File: src/rtl/bdar_pkg.sv
// shared types and constants for the button debounce and auto-repeat unit
// no dependencies; imported by the lane, merge and top-level modules
package bdar_pkg;

   localparam int FIELD_W = 13;   // width of the level and event masks
   localparam int COUNT_W = 4;
   localparam int HOLD_W  = 8;
   localparam int CSR_IDX_W  = 2;
   localparam int CSR_DATA_W = 8;

   localparam logic [HOLD_W-1:0] HOLD_MAX = 8'd255;

   // register indexes
   localparam logic [CSR_IDX_W-1:0] CSR_DEBOUNCE_LIMIT = 2'd0;
   localparam logic [CSR_IDX_W-1:0] CSR_REPEAT_DELAY   = 2'd1;
   localparam logic [CSR_IDX_W-1:0] CSR_REPEAT_PERIOD  = 2'd2;

   // register reset values
   localparam logic [COUNT_W-1:0] DEBOUNCE_LIMIT_RST = 4'd2;
   localparam logic [HOLD_W-1:0]  REPEAT_DELAY_RST   = 8'd20;
   localparam logic [HOLD_W-1:0]  REPEAT_PERIOD_RST  = 8'd10;

   typedef struct packed {
      logic [COUNT_W-1:0] debounce_limit;
      logic [HOLD_W-1:0]  repeat_delay;
      logic [HOLD_W-1:0]  repeat_period;
   } cfg_type;

   typedef struct packed {
      logic press;
      logic rpt;
   } lane_event_type;

endpackage

File: src/rtl/button_debounce_auto_repeat_unit.sv
// top level of the button debounce and auto-repeat unit
// depends on bdar_pkg, bdar_lane and bdar_merge
//
// Each accepted request is one sample tick of all button levels (bit clear means pressed)
// and produces exactly one result holding a press mask and a repeat mask. Every button has
// its own lane with a debounce count, a hold counter and pressed/repeating flags, all
// updated in the cycle the request is accepted; a merge stage packs the lane events into
// a result register, loaded at the same clock edge as the lane state. One request per
// cycle is taken as long as the result side keeps up: req_stall is raised only
// while a result is waiting and rsp_stall is high. Registers (debounce limit, repeat delay,
// repeat period) are written over the csr_ port, which is always ready; indexes beyond the
// list are ignored. Lanes are built for the buttons below both NUM_BUTTONS and the 13-bit
// mask width; result bits without a lane read as zero.
module button_debounce_auto_repeat_unit
   import bdar_pkg::*;
#(
   parameter int NUM_BUTTONS = 13
)
(
   input  logic                  clock,
   input  logic                  reset,
   // request channel
   input  logic                  req_valid,
   output logic                  req_stall,
   input  logic [FIELD_W-1:0]    req_button_levels,
   // result channel
   output logic                  rsp_valid,
   input  logic                  rsp_stall,
   output logic [FIELD_W-1:0]    rsp_press_mask,
   output logic [FIELD_W-1:0]    rsp_repeat_mask,
   // register write channel
   input  logic                  csr_valid,
   output logic                  csr_ready,
   input  logic [CSR_IDX_W-1:0]  csr_index,
   input  logic [CSR_DATA_W-1:0] csr_data
);

   cfg_type        cfg_ff, cfg_in;
   logic           step;
   lane_event_type lane_events [FIELD_W];

   // register file, always ready
   assign csr_ready = 1'b1;

   always_comb begin
      cfg_in = cfg_ff;
      if (csr_valid) begin
         unique case (csr_index)
            CSR_DEBOUNCE_LIMIT: cfg_in.debounce_limit = csr_data[COUNT_W-1:0];
            CSR_REPEAT_DELAY:   cfg_in.repeat_delay   = csr_data[HOLD_W-1:0];
            CSR_REPEAT_PERIOD:  cfg_in.repeat_period  = csr_data[HOLD_W-1:0];
            default:            cfg_in = cfg_ff;   // unused index, write dropped
         endcase
      end
   end

   always_ff @(posedge clock) begin
      if (reset) begin
         cfg_ff.debounce_limit <= DEBOUNCE_LIMIT_RST;
         cfg_ff.repeat_delay   <= REPEAT_DELAY_RST;
         cfg_ff.repeat_period  <= REPEAT_PERIOD_RST;
      end else begin
         cfg_ff <= cfg_in;
      end
   end

   // stall only while the result register is full and not being drained
   assign req_stall = rsp_valid & rsp_stall;
   assign step      = req_valid & ~req_stall;

   // one lane per button
   for (genvar g = 0; g < FIELD_W; g++) begin : g_lane
      if (g < NUM_BUTTONS) begin : g_used
         bdar_lane u_lane (
            .clock     (clock),
            .reset     (reset),
            .step      (step),
            .down      (~req_button_levels[g]),
            .cfg       (cfg_ff),
            .event_out (lane_events[g])
         );
      end else begin : g_unused
         // no button here, no events
         assign lane_events[g] = '0;
      end
   end

   bdar_merge u_merge (
      .clock           (clock),
      .reset           (reset),
      .load            (step),
      .lane_events     (lane_events),
      .rsp_valid       (rsp_valid),
      .rsp_stall       (rsp_stall),
      .rsp_press_mask  (rsp_press_mask),
      .rsp_repeat_mask (rsp_repeat_mask)
   );

endmodule

File: src/rtl/bdar_lane.sv
// one button lane: debounce count, hold counter, press and repeat events
// depends on bdar_pkg
module bdar_lane
   import bdar_pkg::*;
(
   input  logic           clock,
   input  logic           reset,
   input  logic           step,
   input  logic           down,
   input  cfg_type        cfg,
   output lane_event_type event_out
);

   logic [COUNT_W-1:0] count_ff, count_in;
   logic [HOLD_W-1:0]  hold_ff, hold_in;
   logic               pressed_ff, pressed_in;
   logic               repeating_ff, repeating_in;

   logic [COUNT_W-1:0] count_upd;
   logic [HOLD_W-1:0]  hold_upd;
   logic               pressed_upd;
   logic               repeating_upd;

   always_comb begin
      // count update
      count_upd     = count_ff;
      hold_upd      = hold_ff;
      pressed_upd   = pressed_ff;
      repeating_upd = repeating_ff;
      if (down) begin
         if (count_ff < cfg.debounce_limit) begin
            count_upd = count_ff + COUNT_W'(1);
         end else if (hold_ff != HOLD_MAX) begin
            hold_upd = hold_ff + HOLD_W'(1);
         end
      end else begin
         if (count_ff == '0) begin
            pressed_upd   = 1'b0;
            hold_upd      = '0;
            repeating_upd = 1'b0;
         end else begin
            count_upd = count_ff - COUNT_W'(1);
         end
      end

      // event evaluation on the updated state
      count_in     = count_upd;
      hold_in      = hold_upd;
      pressed_in   = pressed_upd;
      repeating_in = repeating_upd;
      event_out    = '0;
      if (count_upd == cfg.debounce_limit && !pressed_upd) begin
         pressed_in      = 1'b1;
         event_out.press = 1'b1;
      end else if (pressed_upd && hold_upd == cfg.repeat_delay && !repeating_upd) begin
         repeating_in  = 1'b1;
         hold_in       = '0;
         event_out.rpt = 1'b1;
      end else if (repeating_upd && hold_upd == cfg.repeat_period) begin
         hold_in       = '0;
         event_out.rpt = 1'b1;
      end
   end

   always_ff @(posedge clock) begin
      if (reset) begin
         count_ff     <= '0;
         hold_ff      <= '0;
         pressed_ff   <= 1'b0;
         repeating_ff <= 1'b0;
      end else if (step) begin
         count_ff     <= count_in;
         hold_ff      <= hold_in;
         pressed_ff   <= pressed_in;
         repeating_ff <= repeating_in;
      end
   end

endmodule

File: src/rtl/bdar_merge.sv
// merges the lane events into the two result masks and holds the result register
// depends on bdar_pkg
module bdar_merge
   import bdar_pkg::*;
(
   input  logic                clock,
   input  logic                reset,
   input  logic                load,
   input  lane_event_type      lane_events [FIELD_W],
   output logic                rsp_valid,
   input  logic                rsp_stall,
   output logic [FIELD_W-1:0]  rsp_press_mask,
   output logic [FIELD_W-1:0]  rsp_repeat_mask
);

   logic               valid_ff, valid_in;
   logic [FIELD_W-1:0] press_ff, press_in;
   logic [FIELD_W-1:0] rpt_ff, rpt_in;

   always_comb begin
      for (int i = 0; i < FIELD_W; i++) begin
         press_in[i] = lane_events[i].press;
         rpt_in[i]   = lane_events[i].rpt;
      end
      valid_in = load | (valid_ff & rsp_stall);
   end

   always_ff @(posedge clock) begin
      if (reset) begin
         valid_ff <= 1'b0;
      end else begin
         valid_ff <= valid_in;
      end
   end

   always_ff @(posedge clock) begin
      if (load) begin
         press_ff <= press_in;
         rpt_ff   <= rpt_in;
      end
   end

   assign rsp_valid       = valid_ff;
   assign rsp_press_mask  = press_ff;
   assign rsp_repeat_mask = rpt_ff;

endmodule

File: config.mk
export PLATFORM = sky130hd
export DESIGN_NAME = button_debounce_auto_repeat_unit
export DESIGN_NICKNAME = d
export VERILOG_FILES = /design/src/rtl/bdar_pkg.sv /design/src/rtl/button_debounce_auto_repeat_unit.sv /design/src/rtl/bdar_lane.sv /design/src/rtl/bdar_merge.sv
export SDC_FILE = /design/constraint.sdc
export NUM_CORES = 1
export LEC_CHECK = 0
export BUFFER_PORTS_ARGS = -buffer_cell sky130_fd_sc_hd__buf_2
export CORE_MARGIN = 2
export CORE_UTILIZATION = 51
export DETAILED_ROUTE_END_ITERATION = 7
export PLACE_DENSITY = 0.79
export SKIP_LAST_GASP = 1
export SLEW_MARGIN = 20
export SYNTH_ARGS = -nofsm -noshare
export SYNTH_HDL_FRONTEND = slang
export SYNTH_SLANG_ARGS = --single-unit
File: constraint.sdc
create_clock -name clock -period 3.8 [get_ports clock]
set_input_delay 0.19 -clock clock [delete_from_list [all_inputs] [get_ports clock]]
set_output_delay 0.19 -clock clock [all_outputs]
set_load 0.02 [all_outputs]
; Word level (Yosys, flattened, before mapping)
; Index checks and enable logic that the tools add are counted.
[totals]
register_bits = 229
latchBits = 0
ramBits = 0
word_cells = 535
romBits = 0
output_inout_bits = 29
inputBits = 28
memories = 0
[classes]
eq_ne = 54
add_sub_neg = 39
bitwise = 4
n_mux = 260
mul = 0
div_mod_pow = 0
n_reduce_logical = 95
order_cmp = 13
n_shift = 0
[ops]
columns = cell, n
row1 = $mux 8, 91
row2 = $eq 8x8->1, 26
row3 = $mux 4, 39
row4 = $mux 1, 130
row5 = $add 8x1->8 const B, 13
row6 = $ne 8x8->1 const B, 13
row7 = $add 4x1->4 const B, 13
row8 = $eq 4x4->1, 13
row9 = $logic_and 1x1->1, 52
row10 = $logic_not 4->1, 13
row11 = $lt 4x4->1, 13
row12 = $sub 4x1->4 const B, 13
row13 = $logic_not 1->1, 26
row14 = $reduce_and 2->1, 3
row15 = $and 1x1->1, 2
row16 = $eq 2x1->1 const B, 1
row17 = $eq 2x2->1 const B, 1
row18 = $logic_not 2->1, 1
row19 = $not 1->1, 1
row20 = $or 1x1->1, 1

; Depth between registers and ports, before layout
[logic_depth]
word_depth = 9
mapped_depth = 17
ltp_nobuf = 15

; Hierarchy
; From an unflattened synthesis, not the netlist that was laid out.
[unflattened]
cells_unflattened = 3012
hier_area_um2 = 22679.3
[modules_own_cells]
columns = module, instances, cells_per_inst, seq_area_each_um2, area_per_inst_um2
row1 = bdar_lane (g_lane[0].g_used.u_lane ...), 11, 221, 280.3, 1591.5
row2 = bdar_lane (g_lane[8].g_used.u_lane ...), 2, 226, 280.3, 1717.9
row3 = button_debounce_auto_repeat_unit, 1, 100, 400.4, 927.1
row4 = bdar_merge, 1, 29, 800.8, 809.5

; Worst setup path before layout
; Ideal clock, no wire load.
[synth_path]
path_type = reg2reg
startpoint = register cfg_ff[18] (netlist name)
endpoint = register g_lane[10].g_used.u_lane.hold_ff[2]
n_path_buf = 2
synth_period_minus_slack_ns = 3.948
stages_incl_launch_ff = 16
setup_ns = 0.116
required_ns = 3.684
slack_ns = -0.148
t_arrival_ns = 3.833
path_cell_list = dfxtp_1 -> clkbuf_1 -> inv_2 -> ha_1 -> o21ai_1 -> nor2b_1 -> or3_1 -> or4_1 -> clkbuf_1 -> xnor2_1 -> nor4b_1 -> and3_1 -> a22oi_1 -> o21ai_4 -> nor2_1 -> a31o_1
[synth_via]
elab_chain_cells = 8
word_cells_on_any_way = 15
classes_between = 1 x order compare / 3 x eq/ne / 7 x mux / 4 x reduce/logical
[synth_lines]
columns = item, line
row1 = "start, declared", button_debounce_auto_repeat_unit.sv:38  ; cfg_type cfg_ff, cfg_in;
row2 = "start signal, assigned", button_debounce_auto_repeat_unit.sv:63  ; cfg_ff <= cfg_in;
row3 = $lt 4x4->1, bdar_lane.sv:31  ; if (count_ff < cfg.debounce_limit) begin
row4 = $mux 8, bdar_lane.sv:31
row5 = $mux 8, bdar_lane.sv:30  ; if (down) begin
row6 = $eq 8x8->1 (on tied branches), "bdar_lane.sv:59, bdar_lane.sv:55"
row7 = $logic_and 1x1->1 (on tied branches), "bdar_lane.sv:59, bdar_lane.sv:55"
row8 = $mux 8 or $logic_and 1x1->1 (tied branches), "bdar_lane.sv:59, bdar_lane.sv:55"
row9 = $mux 8, bdar_lane.sv:55  ; end else if (pressed_upd && hold_upd == cfg.repeat_delay && !repeating_upd) begin
row10 = $mux 8 (*), bdar_lane.sv:52  ; if (count_upd == cfg.debounce_limit && !pressed_upd) begin
row11 = "end signal, assigned", bdar_lane.sv:73  ; hold_ff <= hold_in;
row12 = "end, declared", bdar_lane.sv:15  ; logic [HOLD_W-1:0] hold_ff, hold_in;
; Every way passes the cells marked *; elsewhere a longest branch is shown, timed or not.
; A chain may end at the register's enable or synchronous reset.

; Worst setup path after layout
[layout_path]
startpoint = register cfg_ff[16] (netlist name)
endpoint = register g_lane[2].g_used.u_lane.hold_ff[2]
[layout_via]
elab_chain_cells = 8
word_cells_on_any_way = 15
classes_between = 1 x order compare / 3 x eq/ne / 7 x mux / 4 x reduce/logical
[layout_lines]
columns = item, line
row1 = $lt 4x4->1, bdar_lane.sv:31
row2 = $mux 8, bdar_lane.sv:31
row3 = $mux 8, bdar_lane.sv:30
row4 = $eq 8x8->1 (on tied branches), "bdar_lane.sv:59, bdar_lane.sv:55"
row5 = $logic_and 1x1->1 (on tied branches), "bdar_lane.sv:59, bdar_lane.sv:55"
row6 = $mux 8 or $logic_and 1x1->1 (tied branches), "bdar_lane.sv:59, bdar_lane.sv:55"
row7 = $mux 8, bdar_lane.sv:55
row8 = $mux 8 (*), bdar_lane.sv:52
row9 = "end signal, assigned", bdar_lane.sv:73
row10 = "end, declared", bdar_lane.sv:15
; Marks and branches as above.

==> run_results.csv <==
group,metric,value,unit
placed_design,pre_cts_slack,0.117,ns
global_route,grt_pass1_vias,21500,
floorplanning,die_w,207,um
sta,hold_violations,0,
clocking,clk_pin_slew,0.06,ns
detailed_routing,ant_nets,0,
cells_and_area,instances_no_fill,3458,
logic_synthesis,synth_edf_count,26,
logic_synthesis,synth_seq_area_share,0.229,
sta,timing.fmax,273,MHz
detailed_routing,drt_iter0_drc,2654,
floorplanning,coreArea,40800,sq um
sta,fin_ws,0.138,ns
pwr,peakVddDrop,263,uV
detailed_routing,route.detailed.drc,0,
critical_path,startpoint_type,"flop",
clocking,clock_sinks,229,
pwr,p_clk_frac,0.335,
floorplanning,dieArea,43100,sq um
global_route,grt_usage,0.324,
logic_synthesis,async_reset_ff_frac,0,
critical_path,timing.critical_path.mode_cell,"and4_4",
sta,min_period_over_period,0.964,
detailed_routing,dr.pass1.iters,6,
placed_design,gp_congestion,1.00,
critical_path,rrSetupSlack,0.14,ns
pwr,p_int,5.58,mW
pwr,powerDensity,367,nW/um^2
critical_path,crit_chain,"buf_4 -> nand2b_1 -> a2111o_1 -> and4_4 -> and4b_1 -> or3_1 -> and3_1 -> and4_4 -> a221oi_4 -> nand2_1 -> or2_1 -> a31oi_1",
logic_synthesis,ys.flop_type,"dfxtp_1",
floorplanning,row_count,74,
cells_and_area,nNetsFinal,3009,
pwr,p_comb_frac,0.348,
critical_path,critPathKind,"flop to flop",
critical_path,end_kind,"flop",
cells_and_area,drive_above_1_share,0.130,
logic_synthesis,synth.cell_area,21100,sq um
job,cap_violations,0,
global_route,overflow,0,
pwr,switchingPower,3.22,mW
floorplanning,ios,57,
clocking,htree_levels,1,
status,status,"finished clean",
logic_synthesis,synth_cell_types,102,
sta,finalClockSkew,0.0318,ns
sta,setup_viol,0,
critical_path,arrival,4.17,ns
sta,holdWs,0.0651,ns
sta,fin_crit,3.66,ns
cells_and_area,syn2layout_area_growth,13.5,%
sta,report.final.slew_viol_count,0,
critical_path,cp_slowest_cell,"dfxtp_2",
detailed_routing,totalWireLength,73100,um
logic_synthesis,synth-seq-cells,229,
clocking,clockRootBuffer,"clkbuf_16",
placed_design,hpwlAfterDp,51100,um
logic_synthesis,synthTopCellsByCount,"nand2_1 (316), dfxtp_1 (203), nor2_1 (202), xnor2_1 (189), a21oi_1 (179)",
placed_design,dp.cells,3384,
cells_and_area,finish.utilization,0.587,
logic_synthesis,yosysWarnings,0,
pwr,switching_share,0.366,
clocking,worstSkewPairLatency,0.59,ns
cells_and_area,postLayoutCellArea,24000,sq um
logic_synthesis,syn_area_per_cell,7.44,sq um
sta,slew_headroom,0.404,
detailed_routing,viasPerCell,6.65,
placed_design,port-buffer-count,55,
logic_synthesis,syn_nets,2943,
sta,tightestPinTransition,0.892,ns
floorplanning,die_h,207,um
detailed_routing,wl_per_cell,21.1,um
logic_synthesis,yosysTopAreaCell,"dfxtp_1",
global_route,grt_antenna_before_repair,0,
clocking,cts_tree,"yes",
logic_synthesis,post-synth-top-count-cell,"nand2_1",
detailed_routing,num_vias,23000,
pwr,pwr-share-seq,0.317,
critical_path,path_max_fanout,8,
floorplanning,start_util,0.517,
clocking,cts_buffer_depth,3,
logic_synthesis,yosysTopAreaCellShare,0.192,
pwr,leakage,8.94,nW
worst_hold_path,hold_class,"input port to flop",
critical_path,crit_required,4.31,ns
placed_design,place_area,22500,sq um
logic_synthesis,synthCells,2837,
critical_path,cpPeakStageDelay,0.56,ns
global_route,grt_pass1_wl,115000,um
logic_synthesis,synthTopCellsByArea,"dfxtp_1 (19%), xnor2_1 (7.8%), nand2_1 (5.6%)",
clocking,numCtsBuffers,28,
global_route,grt_max_degree,53,
==> layer usage <==
metal  up-vias  GRT usage  part of all wire  wire (um)
met1     10800      0.412              0.40      29200
met3       278     0.0657             0.099       7250
met4         0      0.182             0.061       4490
li1      10700          -                 -          -
met2      1180      0.511              0.44      32200
met5         -          0                 0          0
==> power by group through the flow <==
stage / clock network [mW] / logic [mW] / registers [mW]
finish: 2.94 / 3.06 / 2.79
global route: 3.06 / 3.33 / 2.81
CTS: 2.98 / 2.89 / 2.79
detailed placement: 0 / 2.87 / 2.84
global placement: 0 / 2.79 / 2.83
floorplan: 0 / 2.04 / 2.80
==> placed cells by master (no fill, tap or decap), types with 76 or more instances in the layout <==
| cell type | n |
|---|---|
| a21oi_1 | 174 |
| ha_1 | 76 |
| o21ai_0 | 151 |
| nor3_1 | 98 |
| nor2_1 | 199 |
| inv_1 | 78 |
| nand2_1 | 315 |
| buf_4 | 155 |
| xnor2_1 | 189 |
| dfxtp_1 | 201 |
| nand3_1 | 91 |
==> registers in the layout, summed over array words and instances (netlist names) <==
register and count:
u_merge.rsp_repeat_mask 13, cfg_ff 20, u_merge.rsp_valid 1, g_lane.g_used.u_lane.hold_ff 104, g_lane.g_used.u_lane.repeating_ff 13, g_lane.g_used.u_lane.count_ff 52
u_merge.rsp_press_mask 13, g_lane.g_used.u_lane.pressed_ff 13
==> critical path, delay by kind of cell (launching register included) <==
family | cells | cell delay (ns)
AO/OA/AOI/OAI | 3 | 1.06
buffers and inverters | 1 | 0.26
flip-flops | 1 | 0.56
AND/OR/NAND/NOR | 8 | 1.70
==> final timing paths <==
check	start	end	depth (start not counted)
worst min register to register	g_lane[6].g_used.u_lane.repeating_ff$_SDFFE_PP0P_	g_lane[6].g_used.u_lane.repeating_ff$_SDFFE_PP0P_	2
worst max-delay path	cfg_ff[16]$_SDFFE_PP0P_	g_lane[2].g_used.u_lane.hold_ff[2]$_SDFFE_PP0P_	12
worst max register to register	cfg_ff[16]$_SDFFE_PP0P_	g_lane[2].g_used.u_lane.hold_ff[2]$_SDFFE_PP0P_	12
worst min-delay path	req_button_levels[11]	g_lane[11].g_used.u_lane.hold_ff[7]$_SDFFE_PP0P_	4
==> metrics by stage <==
stage	TNS, ns	power [mW]
4_1_cts	0	8.66
6_report	0	8.80
3_3_place_gp	0	5.63
2_1_floorplan	0	4.84
5_1_grt	-0.642	9.20
3_5_place_dp	0	5.71
==> area by class of cell <==
class                   count  area (sq um)
fillers                  3631         16900
multi-input cells        2332         15500
well taps                 532           666
flip-flops and latches    229          4850
clock inverters            14           179
inverters                  90           343
diodes                      1          2.50
clock buffers              38           821
repair buffers            222          1590
==> timing repair <==
item | in CTS | in global routing
resized for setup | 0 | 62
endpoints found under the setup margin | 0 | 69
setup buffers | 0 | 11
hold buffers | 10 | 0
endpoints found under the hold margin | 20 | 0
==> logic make-up (layout without fill, tap and decap cells) <==
family,after synthesis,count (layout),share of synthesized area
AND/OR/NAND/NOR,1166,1166,0.288
AO/OA/AOI/OAI,788,788,0.254
buffers and inverters,276,364,0.0499
XOR/XNOR,239,239,0.104
flip-flops,229,229,0.229
adder cells (fa/ha/maj),78,78,0.0462
multiplexers,60,60,0.0289
other,1,2,0.000178
(Power assumes the default switching activity.)
